### src/rtl/lsmd_pkg.sv
// Package for the lidar sector mean distance block.
// Shared widths, register indexes, sector codes and controller/datapath structs.
// No dependencies.
package lsmd_pkg;

	localparam int MAX_BEAMS_DEF = 1024;

	localparam int RANGE_W    = 16;
	localparam int START_W    = 16;
	localparam int STEP_W     = 12;
	localparam int MEAN_W     = 16;
	localparam int CFG_IDX_W  = 2;
	localparam int CFG_DATA_W = 16;

	// sector limits in centidegrees, all tests strict
	localparam int CENTER_LIM = 1500;
	localparam int SIDE_LIM   = 6000;

	localparam logic signed [START_W-1:0] START_RST = -16'sd18000;
	localparam logic [STEP_W-1:0]         STEP_RST  = 12'd100;
	localparam logic [RANGE_W-1:0]        STOP_RST  = 16'd1500;
	localparam logic [MEAN_W-1:0]         DFLT_RST  = 16'd15000;

	typedef enum logic [CFG_IDX_W-1:0] {
		REG_START = 2'd0,
		REG_STEP  = 2'd1,
		REG_STOP  = 2'd2,
		REG_DFLT  = 2'd3
	} cfg_idx_t;

	typedef enum logic [1:0] {
		SEC_LEFT   = 2'd0,
		SEC_RIGHT  = 2'd1,
		SEC_CENTER = 2'd2,
		SEC_NONE   = 2'd3
	} sector_t;

	typedef struct packed {
		logic    take;       // input transfer this cycle
		logic    mul;        // form beam index times step
		logic    acc;        // classify and accumulate
		logic    div_start;  // launch division of div_sel
		sector_t div_sel;
		logic    out_load;   // load result register, clear beam index, sums and counts
	} cmd_t;

	typedef struct packed {
		logic last;
		logic div_done;
		logic out_free;
	} sts_t;

endpackage

### src/rtl/lsmd_div.sv
// Iterative restoring divider, one quotient bit per cycle.
// Quotient is assumed to fit in lsmd_pkg::MEAN_W bits. Depends on lsmd_pkg.
module lsmd_div #(
	parameter int SW = 27,
	parameter int CW = 11
) (
	input  logic                       clk,
	input  logic                       arst_n,
	input  logic                       start,
	input  logic [SW-1:0]              num,
	input  logic [CW-1:0]              den,
	output logic                       done,
	output logic [lsmd_pkg::MEAN_W-1:0] quo
);

	localparam int QW  = lsmd_pkg::MEAN_W;
	localparam int DW  = CW + QW - 1;
	localparam int NW  = $clog2(QW);

	logic [SW-1:0] rem_q;
	logic [DW-1:0] den_q;
	logic [QW-1:0] quo_q;
	logic [NW-1:0] cnt_q;
	logic          busy_q;
	logic          done_q;
	logic          ge;

	assign ge = rem_q >= SW'(den_q);

	always_ff @(posedge clk or negedge arst_n) begin
		if (!arst_n) begin
			busy_q <= 1'b0;
			done_q <= 1'b0;
			cnt_q  <= '0;
		end else begin
			done_q <= 1'b0;
			if (start) begin
				busy_q <= 1'b1;
				cnt_q  <= NW'(QW - 1);
			end else if (busy_q) begin
				if (cnt_q == '0) begin
					busy_q <= 1'b0;
					done_q <= 1'b1;
				end else begin
					cnt_q <= cnt_q - 1'b1;
				end
			end
		end
	end

	always_ff @(posedge clk) begin
		if (start) begin
			rem_q <= num;
			den_q <= {den, {(QW-1){1'b0}}};
			quo_q <= '0;
		end else if (busy_q) begin
			if (ge)
				rem_q <= rem_q - SW'(den_q);
			den_q <= den_q >> 1;
			quo_q <= {quo_q[QW-2:0], ge};
		end
	end

	assign done = done_q;
	assign quo  = quo_q;

endmodule

### src/rtl/lsmd_dp.sv
// Datapath: configuration registers, beam angle, sector sums and counts,
// shared divider and result register. Depends on lsmd_pkg and lsmd_div.
module lsmd_dp #(
	parameter int MAX_BEAMS = lsmd_pkg::MAX_BEAMS_DEF
) (
	input  logic                                clk,
	input  logic                                arst_n,
	input  logic [lsmd_pkg::RANGE_W-1:0]        s_tdata,
	input  logic                                s_tuser,
	input  logic                                s_tlast,
	input  logic                                cfg_we,
	input  logic [lsmd_pkg::CFG_IDX_W-1:0]      cfg_idx,
	input  logic [lsmd_pkg::CFG_DATA_W-1:0]     cfg_wdata,
	output logic                                m_tvalid,
	input  logic                                m_tready,
	output logic [3*lsmd_pkg::MEAN_W-1:0]       m_tdata,
	output logic                                m_tuser,
	input  lsmd_pkg::cmd_t                      cmd,
	output lsmd_pkg::sts_t                      sts
);

	localparam int RW = lsmd_pkg::RANGE_W;
	localparam int MW = lsmd_pkg::MEAN_W;
	localparam int IW = $clog2(MAX_BEAMS + 1);
	localparam int PW = IW + lsmd_pkg::STEP_W;
	localparam int AW = PW + 2;
	localparam int SW = RW + IW;

	localparam logic signed [AW-1:0] LIM_CP = AW'(lsmd_pkg::CENTER_LIM);
	localparam logic signed [AW-1:0] LIM_CN = AW'(-lsmd_pkg::CENTER_LIM);
	localparam logic signed [AW-1:0] LIM_SP = AW'(lsmd_pkg::SIDE_LIM);
	localparam logic signed [AW-1:0] LIM_SN = AW'(-lsmd_pkg::SIDE_LIM);

	logic signed [lsmd_pkg::START_W-1:0] start_q;
	logic [lsmd_pkg::STEP_W-1:0]         step_q;
	logic [RW-1:0]                       stop_q;
	logic [MW-1:0]                       dflt_q;

	logic [RW-1:0]        range_s1;
	logic                 noret_s1;
	logic                 last_s1;
	logic [PW-1:0]        prod_s2;
	logic                 ok_s2;

	logic [IW-1:0]        idx_q;
	logic [SW-1:0]        sum_q [3];
	logic [IW-1:0]        cnt_q [3];
	logic [MW-1:0]        mean_q [3];
	logic                 close_q;

	logic                 out_vld_q;
	logic [3*MW-1:0]      out_data_q;
	logic                 out_user_q;

	logic signed [AW-1:0] angle;
	lsmd_pkg::sector_t    sec;
	logic                 beam_use;
	logic                 div_done;
	logic [MW-1:0]        div_quo;
	logic [MW-1:0]        mean_out [3];

	// configuration
	always_ff @(posedge clk or negedge arst_n) begin
		if (!arst_n) begin
			start_q <= lsmd_pkg::START_RST;
			step_q  <= lsmd_pkg::STEP_RST;
			stop_q  <= lsmd_pkg::STOP_RST;
			dflt_q  <= lsmd_pkg::DFLT_RST;
		end else if (cfg_we) begin
			case (lsmd_pkg::cfg_idx_t'(cfg_idx))
				lsmd_pkg::REG_START: start_q <= cfg_wdata;
				lsmd_pkg::REG_STEP:  step_q  <= cfg_wdata[lsmd_pkg::STEP_W-1:0];
				lsmd_pkg::REG_STOP:  stop_q  <= cfg_wdata;
				lsmd_pkg::REG_DFLT:  dflt_q  <= cfg_wdata;
				default: ;
			endcase
		end
	end

	// beam capture and angle product
	always_ff @(posedge clk) begin
		if (cmd.take) begin
			range_s1 <= s_tdata;
			noret_s1 <= s_tuser;
			last_s1  <= s_tlast;
		end
		if (cmd.mul) begin
			prod_s2 <= PW'(idx_q) * PW'(step_q);
			ok_s2   <= idx_q < IW'(MAX_BEAMS);
		end
	end

	assign angle    = signed'({2'b00, prod_s2}) + AW'(start_q);
	assign beam_use = cmd.acc && ok_s2 && !noret_s1;

	always_comb begin
		if (angle > LIM_CN && angle < LIM_CP)
			sec = lsmd_pkg::SEC_CENTER;
		else if (angle > LIM_CP && angle < LIM_SP)
			sec = lsmd_pkg::SEC_RIGHT;
		else if (angle < LIM_CN && angle > LIM_SN)
			sec = lsmd_pkg::SEC_LEFT;
		else
			sec = lsmd_pkg::SEC_NONE;
	end

	// scan state
	always_ff @(posedge clk or negedge arst_n) begin
		if (!arst_n) begin
			idx_q   <= '0;
			close_q <= 1'b0;
			for (int i = 0; i < 3; i++) begin
				sum_q[i] <= '0;
				cnt_q[i] <= '0;
			end
		end else if (cmd.out_load) begin
			idx_q <= '0;
			for (int i = 0; i < 3; i++) begin
				sum_q[i] <= '0;
				cnt_q[i] <= '0;
			end
		end else if (cmd.acc) begin
			if (ok_s2)
				idx_q <= idx_q + 1'b1;
			if (beam_use && range_s1 < stop_q)
				close_q <= 1'b1;
			for (int i = 0; i < 3; i++) begin
				if (beam_use && sec == lsmd_pkg::sector_t'(i)) begin
					sum_q[i] <= sum_q[i] + SW'(range_s1);
					cnt_q[i] <= cnt_q[i] + 1'b1;
				end
			end
		end
	end

	lsmd_div #(
		.SW(SW),
		.CW(IW)
	) u_div (
		.clk    (clk),
		.arst_n (arst_n),
		.start  (cmd.div_start),
		.num    (sum_q[cmd.div_sel]),
		.den    (cnt_q[cmd.div_sel]),
		.done   (div_done),
		.quo    (div_quo)
	);

	always_ff @(posedge clk) begin
		for (int i = 0; i < 3; i++) begin
			if (div_done && cmd.div_sel == lsmd_pkg::sector_t'(i))
				mean_q[i] <= div_quo;
		end
	end

	always_comb begin
		for (int i = 0; i < 3; i++)
			mean_out[i] = (cnt_q[i] == '0) ? dflt_q : mean_q[i];
	end

	// result register
	always_ff @(posedge clk or negedge arst_n) begin
		if (!arst_n)
			out_vld_q <= 1'b0;
		else if (cmd.out_load)
			out_vld_q <= 1'b1;
		else if (m_tready)
			out_vld_q <= 1'b0;
	end

	always_ff @(posedge clk) begin
		if (cmd.out_load) begin
			out_data_q <= {mean_out[lsmd_pkg::SEC_CENTER], mean_out[lsmd_pkg::SEC_RIGHT],
				mean_out[lsmd_pkg::SEC_LEFT]};
			out_user_q <= close_q;
		end
	end

	assign m_tvalid = out_vld_q;
	assign m_tdata  = out_data_q;
	assign m_tuser  = out_user_q;

	assign sts.last     = last_s1;
	assign sts.div_done = div_done;
	assign sts.out_free = !out_vld_q || m_tready;

endmodule

### src/rtl/lsmd_ctrl.sv
// Controller: sequences beam accumulation, the three per-sector divisions
// and the result load. Depends on lsmd_pkg.
module lsmd_ctrl (
	input  logic            clk,
	input  logic            arst_n,
	input  logic            s_tvalid,
	output logic            s_tready,
	input  lsmd_pkg::sts_t  sts,
	output lsmd_pkg::cmd_t  cmd
);

	typedef enum logic [5:0] {
		ST_IDLE     = 6'b000001,
		ST_MUL      = 6'b000010,
		ST_ACC      = 6'b000100,
		ST_DIV_GO   = 6'b001000,
		ST_DIV_WAIT = 6'b010000,
		ST_OUT      = 6'b100000
	} state_t;

	state_t            st_q;
	state_t            st_d;
	lsmd_pkg::sector_t sel_q;
	lsmd_pkg::sector_t sel_d;
	logic              take;

	// the accumulate cycle can already take the next beam unless it ends the scan
	assign s_tready = (st_q == ST_IDLE) || (st_q == ST_ACC && !sts.last);
	assign take     = s_tvalid && s_tready;

	always_comb begin
		st_d  = st_q;
		sel_d = sel_q;
		case (st_q)
			ST_IDLE: begin
				if (take)
					st_d = ST_MUL;
			end
			ST_MUL: st_d = ST_ACC;
			ST_ACC: begin
				if (sts.last) begin
					st_d  = ST_DIV_GO;
					sel_d = lsmd_pkg::SEC_LEFT;
				end else if (take) begin
					st_d = ST_MUL;
				end else begin
					st_d = ST_IDLE;
				end
			end
			ST_DIV_GO: st_d = ST_DIV_WAIT;
			ST_DIV_WAIT: begin
				if (sts.div_done) begin
					case (sel_q)
						lsmd_pkg::SEC_LEFT: begin
							sel_d = lsmd_pkg::SEC_RIGHT;
							st_d  = ST_DIV_GO;
						end
						lsmd_pkg::SEC_RIGHT: begin
							sel_d = lsmd_pkg::SEC_CENTER;
							st_d  = ST_DIV_GO;
						end
						default: st_d = ST_OUT;
					endcase
				end
			end
			ST_OUT: begin
				if (sts.out_free)
					st_d = ST_IDLE;
			end
			default: st_d = ST_IDLE;
		endcase
	end

	always_ff @(posedge clk or negedge arst_n) begin
		if (!arst_n) begin
			st_q  <= ST_IDLE;
			sel_q <= lsmd_pkg::SEC_LEFT;
		end else begin
			st_q  <= st_d;
			sel_q <= sel_d;
		end
	end

	always_comb begin
		cmd           = '0;
		cmd.take      = take;
		cmd.mul       = (st_q == ST_MUL);
		cmd.acc       = (st_q == ST_ACC);
		cmd.div_start = (st_q == ST_DIV_GO);
		cmd.div_sel   = sel_q;
		cmd.out_load  = (st_q == ST_OUT) && sts.out_free;
	end

	a_take_to_mul: assert property (@(posedge clk) disable iff (!arst_n)
		take |=> st_q == ST_MUL)
		else $error("accepted beam did not enter the multiply step");

	a_done_in_wait: assert property (@(posedge clk) disable iff (!arst_n)
		sts.div_done |-> st_q == ST_DIV_WAIT)
		else $error("divider finished outside the wait state");

	a_load_free: assert property (@(posedge clk) disable iff (!arst_n)
		cmd.out_load |-> sts.out_free && !s_tready)
		else $error("result load while output register is occupied");

endmodule

### src/rtl/lidar_sector_mean_distance.sv
// Each beam transfer is followed by an index-times-step multiply step, then an accumulate step,
// which can already take the next beam unless it ends the scan. A last beam is followed by
// three 16-bit serial divisions, one quotient bit a cycle on a shared divider, and no beam is
// taken until their result is loaded into the output register, which lets the next
// scan start while the result waits. Reset (arst_n, asynchronous, active low) clears the
// sums, counts, beam index and too-close flag and loads the register reset values.
module lidar_sector_mean_distance #(
	parameter int MAX_BEAMS = lsmd_pkg::MAX_BEAMS_DEF
) (
	input  logic                              clk,
	input  logic                              arst_n,
	input  logic                              s_tvalid,
	output logic                              s_tready,
	input  logic [lsmd_pkg::RANGE_W-1:0]      s_tdata,   // range_mm
	input  logic                              s_tuser,   // no_return
	input  logic                              s_tlast,
	output logic                              m_tvalid,
	input  logic                              m_tready,
	output logic [3*lsmd_pkg::MEAN_W-1:0]     m_tdata,   // left_mean_mm, right_mean_mm, center_mean_mm
	output logic                              m_tuser,   // too_close
	input  logic                              cfg_we,
	input  logic [lsmd_pkg::CFG_IDX_W-1:0]    cfg_idx,
	input  logic [lsmd_pkg::CFG_DATA_W-1:0]   cfg_wdata
);

	lsmd_pkg::cmd_t cmd;
	lsmd_pkg::sts_t sts;

	lsmd_ctrl u_ctrl (
		.clk      (clk),
		.arst_n   (arst_n),
		.s_tvalid (s_tvalid),
		.s_tready (s_tready),
		.sts      (sts),
		.cmd      (cmd)
	);

	lsmd_dp #(
		.MAX_BEAMS(MAX_BEAMS)
	) u_dp (
		.clk       (clk),
		.arst_n    (arst_n),
		.s_tdata   (s_tdata),
		.s_tuser   (s_tuser),
		.s_tlast   (s_tlast),
		.cfg_we    (cfg_we),
		.cfg_idx   (cfg_idx),
		.cfg_wdata (cfg_wdata),
		.m_tvalid  (m_tvalid),
		.m_tready  (m_tready),
		.m_tdata   (m_tdata),
		.m_tuser   (m_tuser),
		.cmd       (cmd),
		.sts       (sts)
	);

endmodule

### config.mk
export PLATFORM = sky130hd
export DESIGN_NAME = lidar_sector_mean_distance
export DESIGN_NICKNAME = d
export VERILOG_FILES = /design/src/rtl/lsmd_pkg.sv /design/src/rtl/lsmd_div.sv /design/src/rtl/lsmd_dp.sv /design/src/rtl/lsmd_ctrl.sv /design/src/rtl/lidar_sector_mean_distance.sv
export SDC_FILE = /design/constraint.sdc
export NUM_CORES = 1
export LEC_CHECK = 0
export BUFFER_PORTS_ARGS = -buffer_cell sky130_fd_sc_hd__buf_2
export CAP_MARGIN = 20
export CORE_ASPECT_RATIO = 0.5
export CORE_MARGIN = 1.5
export CORE_UTILIZATION = 35
export DETAILED_ROUTE_END_ITERATION = 10
export PLACE_DENSITY = 0.54
export SLEW_MARGIN = 20
export SYNTH_ARGS = -nofsm -noshare
export SYNTH_HDL_FRONTEND = slang
export SYNTH_SLANG_ARGS = --single-unit
export TNS_END_PERCENT = 20
### constraint.sdc
create_clock -name clk -period 7.5 [get_ports clk]
set_input_delay 2.25 -clock clk [delete_from_list [all_inputs] [get_ports clk]]
set_output_delay 2.25 -clock clk [all_outputs]
set_load 0.01 [all_outputs]
# After elaboration in Yosys (flattened, before gate mapping)
# Memories as Yosys holds them, arrays and structs flattened.
# Index checks and enable logic that the tools add are counted.
# totals
ram_bits	48
output_inout_bits	51
reg_bits	361
memories	1
inputBits	41
# mem_list
name	words	word_bits	read_ports	rd_ports_with_merged_regs	wr	line_no	source
u_dp.mean_q	3	16	3	0	1	lsmd_dp.sv:48	logic [MW-1:0] mean_q [3];
# op_classes
bitwise_logic	2
reduce_logical	52
mux	64
addsub	10
n_lt_le_gt_ge	10
eq_ne	19
n_mul	1
# ops
cell	n
27-bit two-way mux	8
81-bit two-way mux	2
11-bit two-way mux	8
27-bit by 16-bit adder with 27-bit output	3
16-bit two-way mux	5
33-bit two-way mux	2
27-bit binary-select mux with 2-bit select	1
26-bit two-way mux	2
25-bit by 12-bit greater-than comparator with 1-bit output, second input constant	2
25-bit by 12-bit less-than comparator with 1-bit output, second input constant	2
11-bit by 1-bit adder with 11-bit output, second input constant	4
6-bit case mux with 6 select lines	1
11-bit logical NOT	3
16-bit OR reduction	2
6-bit two-way mux	5
27-bit by 26-bit greater-or-equal comparator with 1-bit output	1
27-bit by 26-bit subtractor with 27-bit output	1
24-bit by 16-bit adder with 25-bit output	1
25-bit by 14-bit greater-than comparator with 1-bit output, second input constant	1
25-bit by 14-bit less-than comparator with 1-bit output, second input constant	1
11-bit by 12-bit multiplier with 23-bit output	1
11-bit binary-select mux with 2-bit select	1
2-bit AND reduction	10
2-bit nonzero test	9
other kinds (29)	82

# Longest topological paths before layout
# Gate-level depths: netlist of run 1.
# logic_depth
word_depth	11
depth_mapped	23

# Cells and area by module
# Synthesis of run 1 repeated with hierarchy kept, for this count alone.
# hier_totals
hier_cells	2715
hier_area_um2	27482.6
# by_module_without_submodules
mod	instances	area_each_um2	cells_per_inst
lsmd_dp	1	22286.4	2137
lsmd_div	1	4624.4	522
lsmd_ctrl	1	571.8	56

# Worst setup path after synthesis of run 1
# No wires, ideal clock.
# synth_timing
path_type	flip-flop to flip-flop
start	register u_dp.step_q[5] in the netlist's numbering
end	register u_dp.prod_s2[22], data pin
synth_period_minus_slack_ps	5720
stages_incl_launch_ff	22
arrival_ps	5460
setup_time_ps	260
slack_ps	1780
path_buffers	1
path_cell_list	dfstp_2 > clkbuf_1 > nand2_1 > fa_1 > inv_1 > fa_1 > inv_1 > fa_1 > inv_1 > fa_1 > inv_1 > fa_1 > inv_1 > ha_1 > or2_2 > a21oi_1 > a31oi_1 > a41o_1 > o41a_1 > a21o_1 > a21oi_1 > xnor2_1
# synth_between
elab_chain_cells	1
# synth_lines
item	line_no	source
from (decl)	lsmd_dp.sv:35	logic [lsmd_pkg::STEP_W-1:0] step_q;
from (signal assigned)	lsmd_dp.sv:66	step_q <= lsmd_pkg::STEP_RST;
from (signal assigned)	lsmd_dp.sv:72	lsmd_pkg::REG_STEP: step_q <= cfg_wdata[lsmd_pkg::STEP_W-1:0];
11-bit by 12-bit multiplier with 23-bit output	lsmd_dp.sv:88	prod_s2 <= PW'(idx_q) * PW'(step_q);
to (signal assigned)	lsmd_dp.sv:88	
to (decl)	lsmd_dp.sv:42	logic [PW-1:0] prod_s2;
# No other way between the ends.
# A chain may end at the register's enable or synchronous reset.

# Worst setup path in the final report of run 1
# layout_timing
start	register u_dp.idx_q[4]
end	register u_dp.prod_s2[21], data pin
# layout_between
elab_chain_cells	1
# layout_lines
item	line_no	source
from (decl)	lsmd_dp.sv:45	logic [IW-1:0] idx_q;
from (signal assigned)	lsmd_dp.sv:124	idx_q <= idx_q + 1'b1;
11-bit by 12-bit multiplier with 23-bit output	lsmd_dp.sv:88	
# No other way between the ends.

==> flow_summary.json, run 1 <==
{
  "nets": 3020,
  "critical_path_class": "flip-flop to flip-flop",
  "n_fill_cell": 7442,
  "clockRootBuffer": "clkbuf_16",
  "status": "completed",
  "synth.distinct_cells": 70,
  "fmax_mhz": 166,
  "p_leak_nw": 12.5,
  "p_per_area_nw_per_um2": 247,
  "cts_resized": 0,
  "ys_warn_count": 0,
  "setup_viol": 0,
  "antenna_left": 0,
  "synthArstFlopShare": 0.491,
  "final-max-slew-violation-count": 0,
  "syn_area_sq_um": 26700,
  "tightest_slew_ns": 1.07,
  "initial_core_util": 0.355,
  "synthTopCellsByArea": "edfxtp_1 20%, dfrtp_1 16%, ha_1 8.5%, fa_1 7.0%, mux2_2 4.5%",
  "clk_pin_slew_worst_paths_ns": 0.07,
  "drc_errors": 0,
  "ys_seq_area_frac": 0.411,
  "cp.required_ns": 7.82,
  "min_from": "u_dp.sum_q[53]",
  "final_layout_size_suffix_gt1_frac": 0.126,
  "grt_use_total": 0.171,
  "finalPower_mw": 7.34,
  "relSlewSlack": 0.285,
  "dieArea_sq_um": 78100,
  "synth_seq_cells": 409,
  "wl_per_cell_um": 17.7,
  "syn_inst": 2653,
  "grt-ovfl-total": 0,
  "die_w_um": 394,
  "wl_um": 66700,
  "num_vias": 19400,
  "drv_cap": 0,
  "n_antenna_cell": 0,
  "cts_htree_levels": 2,
  "arrival_ns": 6.34,
  "globalplace.congestion": 0.848,
  "syn_nets": 2970,
  "cts_hold_buffers": 0,
  "preCtsSetupSlack_ns": 1.50,
  "dp_hpwl_um": 48000,
  "avgViaCountPerCell": 5.15,
  "chipHeight_um": 198,
  "io_buffers": 91,
  "r2r_end": "u_dp.prod_s2[21]",
  "placementRows": 71,
  "grt_pass1_wl_um": 107000,
  "hold_path.class": "flip-flop to flip-flop",
  "area_delta_synth_final_pct": 11.4,
  "cts_post_setup_buffers_inserted": 0,
  "hold_depth": 1,
  "path_max_fanout": 15,
  "hold_slack_ns": 0.492,
  "core-area_sq_um": 75300,
  "insertion_delay_ns": 0.60,
  "r2r_start": "u_dp.idx_q[4]",
  "io_pins": 92,
  "synth_top_area_frac": 0.199,
  "ir_drop_mv": 0.150,
  "clock-sinks": 409,
  "drtPass1Iterations": 5,
  "startpoint_type": "flip-flop",
  "cp-end-kind": "flip-flop",
  "r2r_cells": 21,
  "tns_ns": 0,
  "antenna_found_initial": 1,
  "synth_area_leader_cell": "edfxtp_1",
  "cts_tree": "built",
  "rsz0062_at_grt": "no",
  "drt_iter0_drc": 1242,
  "hold_viol": 0,
  "grt_max_degree": 140,
  "fin_ws_ns": 1.47,
  "clockBufferDepth": 3,
  "grt_pass1_vias": 19100,
  "synth_ff_type": "edfxtp_1",
  "layout_min_cycle_time_ns": 6.03,
  "finalCritPeriodShare": 0.804,
  "finalClockSkew_ns": 0.0323,
  "min_to": "u_dp.sum_q[53]",
  "cts_buffers": 43,
  "synth_edf_count": 177,
  "avgSynthCellArea_sq_um": 10.1,
  "rrSetupSlack_ns": 1.47
}
## critical path, stage by stage, from the launching register on
cell	delay, ns
dfrtp_1	0.71
nand2_1	0.16
fa_1	0.56
inv_1	0.05
ha_1	0.20
fa_1	0.48
ha_1	0.28
inv_1	0.05
fa_1	0.52
inv_1	0.04
ha_1	0.32
nor2b_1	0.15
o21ai_0	0.23
a21boi_0	0.17
o21ai_0	0.26
a21oi_1	0.16
o2111ai_1	0.21
nand3_1	0.14
o41ai_1	0.40
o21ai_0	0.21
o41ai_1	0.34
xnor2_1	0.11
## metrics by stage
step	std cells	area [sq um]	util
after floorplan	2653	26700	-
after global placement	3679	28300	0.376
after detailed placement	3679	28300	0.376
after CTS	3759	29800	0.395
after global routing	3760	29800	0.395
final	3760	29800	0.395
## cells in the mapped netlist (17+ instances only)
cell type  number
clkbuf_1       96
or3_1          34
dfstp_2        26
nand3_1       120
mux2_2        107
ha_1          182
inv_1         222
nand2_1       246
a21o_1         44
or4_1          20
mux2i_1        94
fa_1           94
o21ai_0       135
nand4_1        35
o211ai_1       31
and2_1         70
dfrtp_1       175
dfxtp_1        31
a21oi_1       119
xor2_1         49
xnor2_1        60
nor4_1         17
and3_1         22
nand2b_1       34
nor2_1        154
a211oi_1       38
edfxtp_1      177
nor3_1         53
## report_power, final
part / internal, mW / switching, mW
combinational: 0.917 / 1.28
sequential: 2.65 / 0.245
clock: 1.29 / 0.958
total: 4.86 / 2.48
## cells by family (layout without fill, tap and decap cells)
logic type               count (synthesis)  after routing  share of synthesized area
adder cells (fa/ha/maj)                276            276                      0.156
AO/OA/AOI/OAI                          468            468                      0.111
XOR/XNOR                               109            109                     0.0357
AND/OR/NAND/NOR                        860            860                      0.160
buffers and inverters                  330            415                     0.0465
multiplexers                           201            201                     0.0803
flip-flops                             409            409                      0.411
## per-layer routing
metal  up-vias  share of wire  track usage
li1       9512              -            -
met1      9481           0.49        0.241
met2       287           0.45        0.277
met3        88          0.035       0.0231
met4         0          0.025       0.0470
met5         -              0            0
## final cells by class
type	count	area [sq um]	area share
clock buffers	55	1170	0.0394
clock inverters	25	272	0.00912
inverters	222	835	0.0280
multi-input cells	1914	14600	0.489
flip-flops and latches	409	11000	0.370
well taps	1022	1280	0.0430
repair buffers	113	647	0.0217
## sequential cells by signal (all words and copies together) (netlist names), 23 cells and up
signal	flops
u_dp.mean_q	48
u_dp.cnt_q	33
u_dp.prod_s2	23
u_dp.m_tdata	48
u_dp.sum_q	81
u_dp.u_div.den_q	26
u_dp.u_div.rem_q	27
## worst max-delay path by stage
stage                   startpoint               end  slack [ns]
finish               u_dp.idx_q[4]  u_dp.prod_s2[21]        1.47
global route         u_dp.idx_q[4]  u_dp.prod_s2[21]        1.03
CTS                  u_dp.idx_q[4]  u_dp.prod_s2[21]        1.46
detailed placement   u_dp.idx_q[4]  u_dp.prod_s2[21]        1.50
global placement    u_dp.idx_q[10]  u_dp.prod_s2[22]        1.59
floorplan           u_dp.step_q[5]  u_dp.prod_s2[22]        1.78
## cells in the final DEF, fill, tap and decap left out, types with 69 or more instances in the layout
cell type and n:
and2_1 69, buf_2 90, ha_1 182, nor2_1 154
a21oi_1 119, inv_1 221, mux2_2 107, mux2i_1 94
nand2_1 246, dfrtp_1 173, nand3_1 120, fa_1 94
o21ai_0 134, edfxtp_1 177
Power figures use the tool's default switching activity.
==> run 2, diff against run 1 <==
Clock period 7.5 ns to 6.3 ns, I/O delays scaled along.
==> flow_summary.json, run 2 (same netlist as run 1, synthesis figures left out) <==
{
  "p_leak_nw": 12.6,
  "critical_path_class": "flip-flop to flip-flop",
  "n_antenna_cell": 0,
  "io_pins": 92,
  "area_delta_synth_final_pct": 11.7,
  "finalClockSkew_ns": 0.0332,
  "r2r_cells": 20,
  "clock-sinks": 409,
  "final-max-slew-violation-count": 0,
  "final_common_cell": "nand2_1",
  "dp_hpwl_um": 47800,
  "cts_tree": "built",
  "placementRows": 71,
  "insertion_delay_ns": 0.60,
  "p_per_area_nw_per_um2": 294,
  "tightest_slew_ns": 1.08,
  "globalplace.congestion": 0.837,
  "startpoint_type": "flip-flop",
  "cp-end-kind": "flip-flop",
  "setup_viol": 0,
  "rrSetupSlack_ns": 0.37,
  "drc_errors": 0,
  "cp.required_ns": 6.63,
  "final_layout_size_suffix_gt1_frac": 0.131,
  "antenna_left": 0,
  "clk_pin_slew_worst_paths_ns": 0.07,
  "grt-ovfl-total": 0,
  "num_vias": 19300,
  "tns_ns": 0,
  "fmax_mhz": 169,
  "dieArea_sq_um": 78100,
  "nets": 3029,
  "cts_buffers": 45,
  "finalCritPeriodShare": 0.941,
  "path_max_fanout": 15,
  "io_buffers": 91,
  "hold_slack_ns": 0.466,
  "hold_path.class": "flip-flop to flip-flop",
  "r2r_end": "u_dp.prod_s2[22]",
  "rsz0062_at_grt": "no",
  "core-area_sq_um": 75300,
  "hold_depth": 0,
  "finalPower_mw": 8.78,
  "placed_area_sq_um": 28400,
  "relSlewSlack": 0.261,
  "layout_min_cycle_time_ns": 5.93,
  "min_to": "u_dp.m_tuser",
  "wl_um": 65800,
  "initial_core_util": 0.355,
  "grt_use_total": 0.170,
  "avgViaCountPerCell": 5.13,
  "drv_cap": 0,
  "min_from": "u_dp.close_q",
  "wl_per_cell_um": 17.5,
  "largest_reg_flops": 81,
  "chipHeight_um": 198,
  "die_w_um": 394,
  "hold_viol": 0,
  "grt_max_degree": 112,
  "r2r_start": "u_dp.idx_q[9]",
  "cts_htree_levels": 2,
  "drtPass1Iterations": 6,
  "grt_pass1_vias": 19200,
  "antenna_found_initial": 1,
  "clockBufferDepth": 3,
  "grt_pass1_wl_um": 106000,
  "cts_hold_buffers": 0,
  "clockRootBuffer": "clkbuf_16",
  "ir_drop_mv": 0.222,
  "n_fill_cell": 7486,
  "status": "completed",
  "drt_iter0_drc": 1130,
  "layout.cells.most_common_list": "246 x nand2_1, 221 x inv_1, 182 x ha_1",
  "arrival_ns": 6.25,
  "max_flop_register": "u_dp.sum_q",
  "design_area_sq_um": 29900
}
[run 2: final cells by class]
type | instances | area (sq um) | share of cell area
sequential | 409 | 11000 | 0.369
clock buffer | 61 | 1280 | 0.0428
inverter | 222 | 835 | 0.0279
timing repair buffer | 120 | 696 | 0.0233
clock inverter | 23 | 214 | 0.00716
tap | 1022 | 1280 | 0.0428
multi-input combinational | 1914 | 14600 | 0.487
[run 2: power breakdown]
group	switching, mW	total [mW]	leakage (nW)	internal (mW)
clock network	1.18	2.71	0.715	1.52
registers	0.278	3.44	4.17	3.16
logic	1.54	2.64	7.69	1.10
total	3.00	8.78	12.6	5.78
[run 2: worst max path at each step]
stage	startpoint	end	slack, ns	cells past startpoint
floorplan	u_dp.step_q[5]	u_dp.prod_s2[22]	0.58	21
global placement	u_dp.idx_q[3]	u_dp.prod_s2[22]	0.41	18
detailed placement	u_dp.idx_q[3]	u_dp.prod_s2[21]	0.33	21
CTS	u_dp.idx_q[3]	u_dp.prod_s2[21]	0.30	21
global route	u_dp.idx_q[9]	u_dp.prod_s2[22]	0.03	20
finish	u_dp.idx_q[9]	u_dp.prod_s2[22]	0.37	20
[run 2: critical path, cell delays in order, from the launching register on]
cell and delay (ns):
dfrtp_1 0.62, nand2_1 0.14, fa_1 0.53, inv_1 0.06, fa_1 0.54, inv_1 0.06
fa_1 0.54, inv_1 0.06, fa_1 0.52, inv_1 0.05, fa_1 0.53, inv_1 0.04
ha_1 0.35, or2_2 0.32, a21oi_1 0.15, a31oi_1 0.08, a41o_1 0.29, o41a_1 0.34
a21o_1 0.19, a21oi_1 0.17, xnor2_1 0.08
[run 2: repair_timing]
| item | CTS | global route |
|---|---|---|
| endpoints found under the hold margin | 0 | 0 |
| setup endpoints to repair | 0 | 1 |
| buffers inserted | 0 | 0 |
| resized for setup | 0 | 3 |
[run 2: per-layer routing]
metal / part of all wire / GRT usage / vias to the layer above
li1: - / - / 9549
met1: 0.50 / 0.240 / 9449
met2: 0.45 / 0.274 / 261
met3: 0.033 / 0.0227 / 88
met4: 0.024 / 0.0492 / 0
met5: 0 / 0 / -
[run 2: per-stage QoR]
step                      std cells   util  setup slack [ns]
after floorplan                2653      -             0.580
after global placement         3687  0.377             0.411
after detailed placement       3687  0.377             0.326
after CTS                      3771  0.396             0.297
after global routing           3771  0.396            0.0328
final                          3771  0.396             0.373
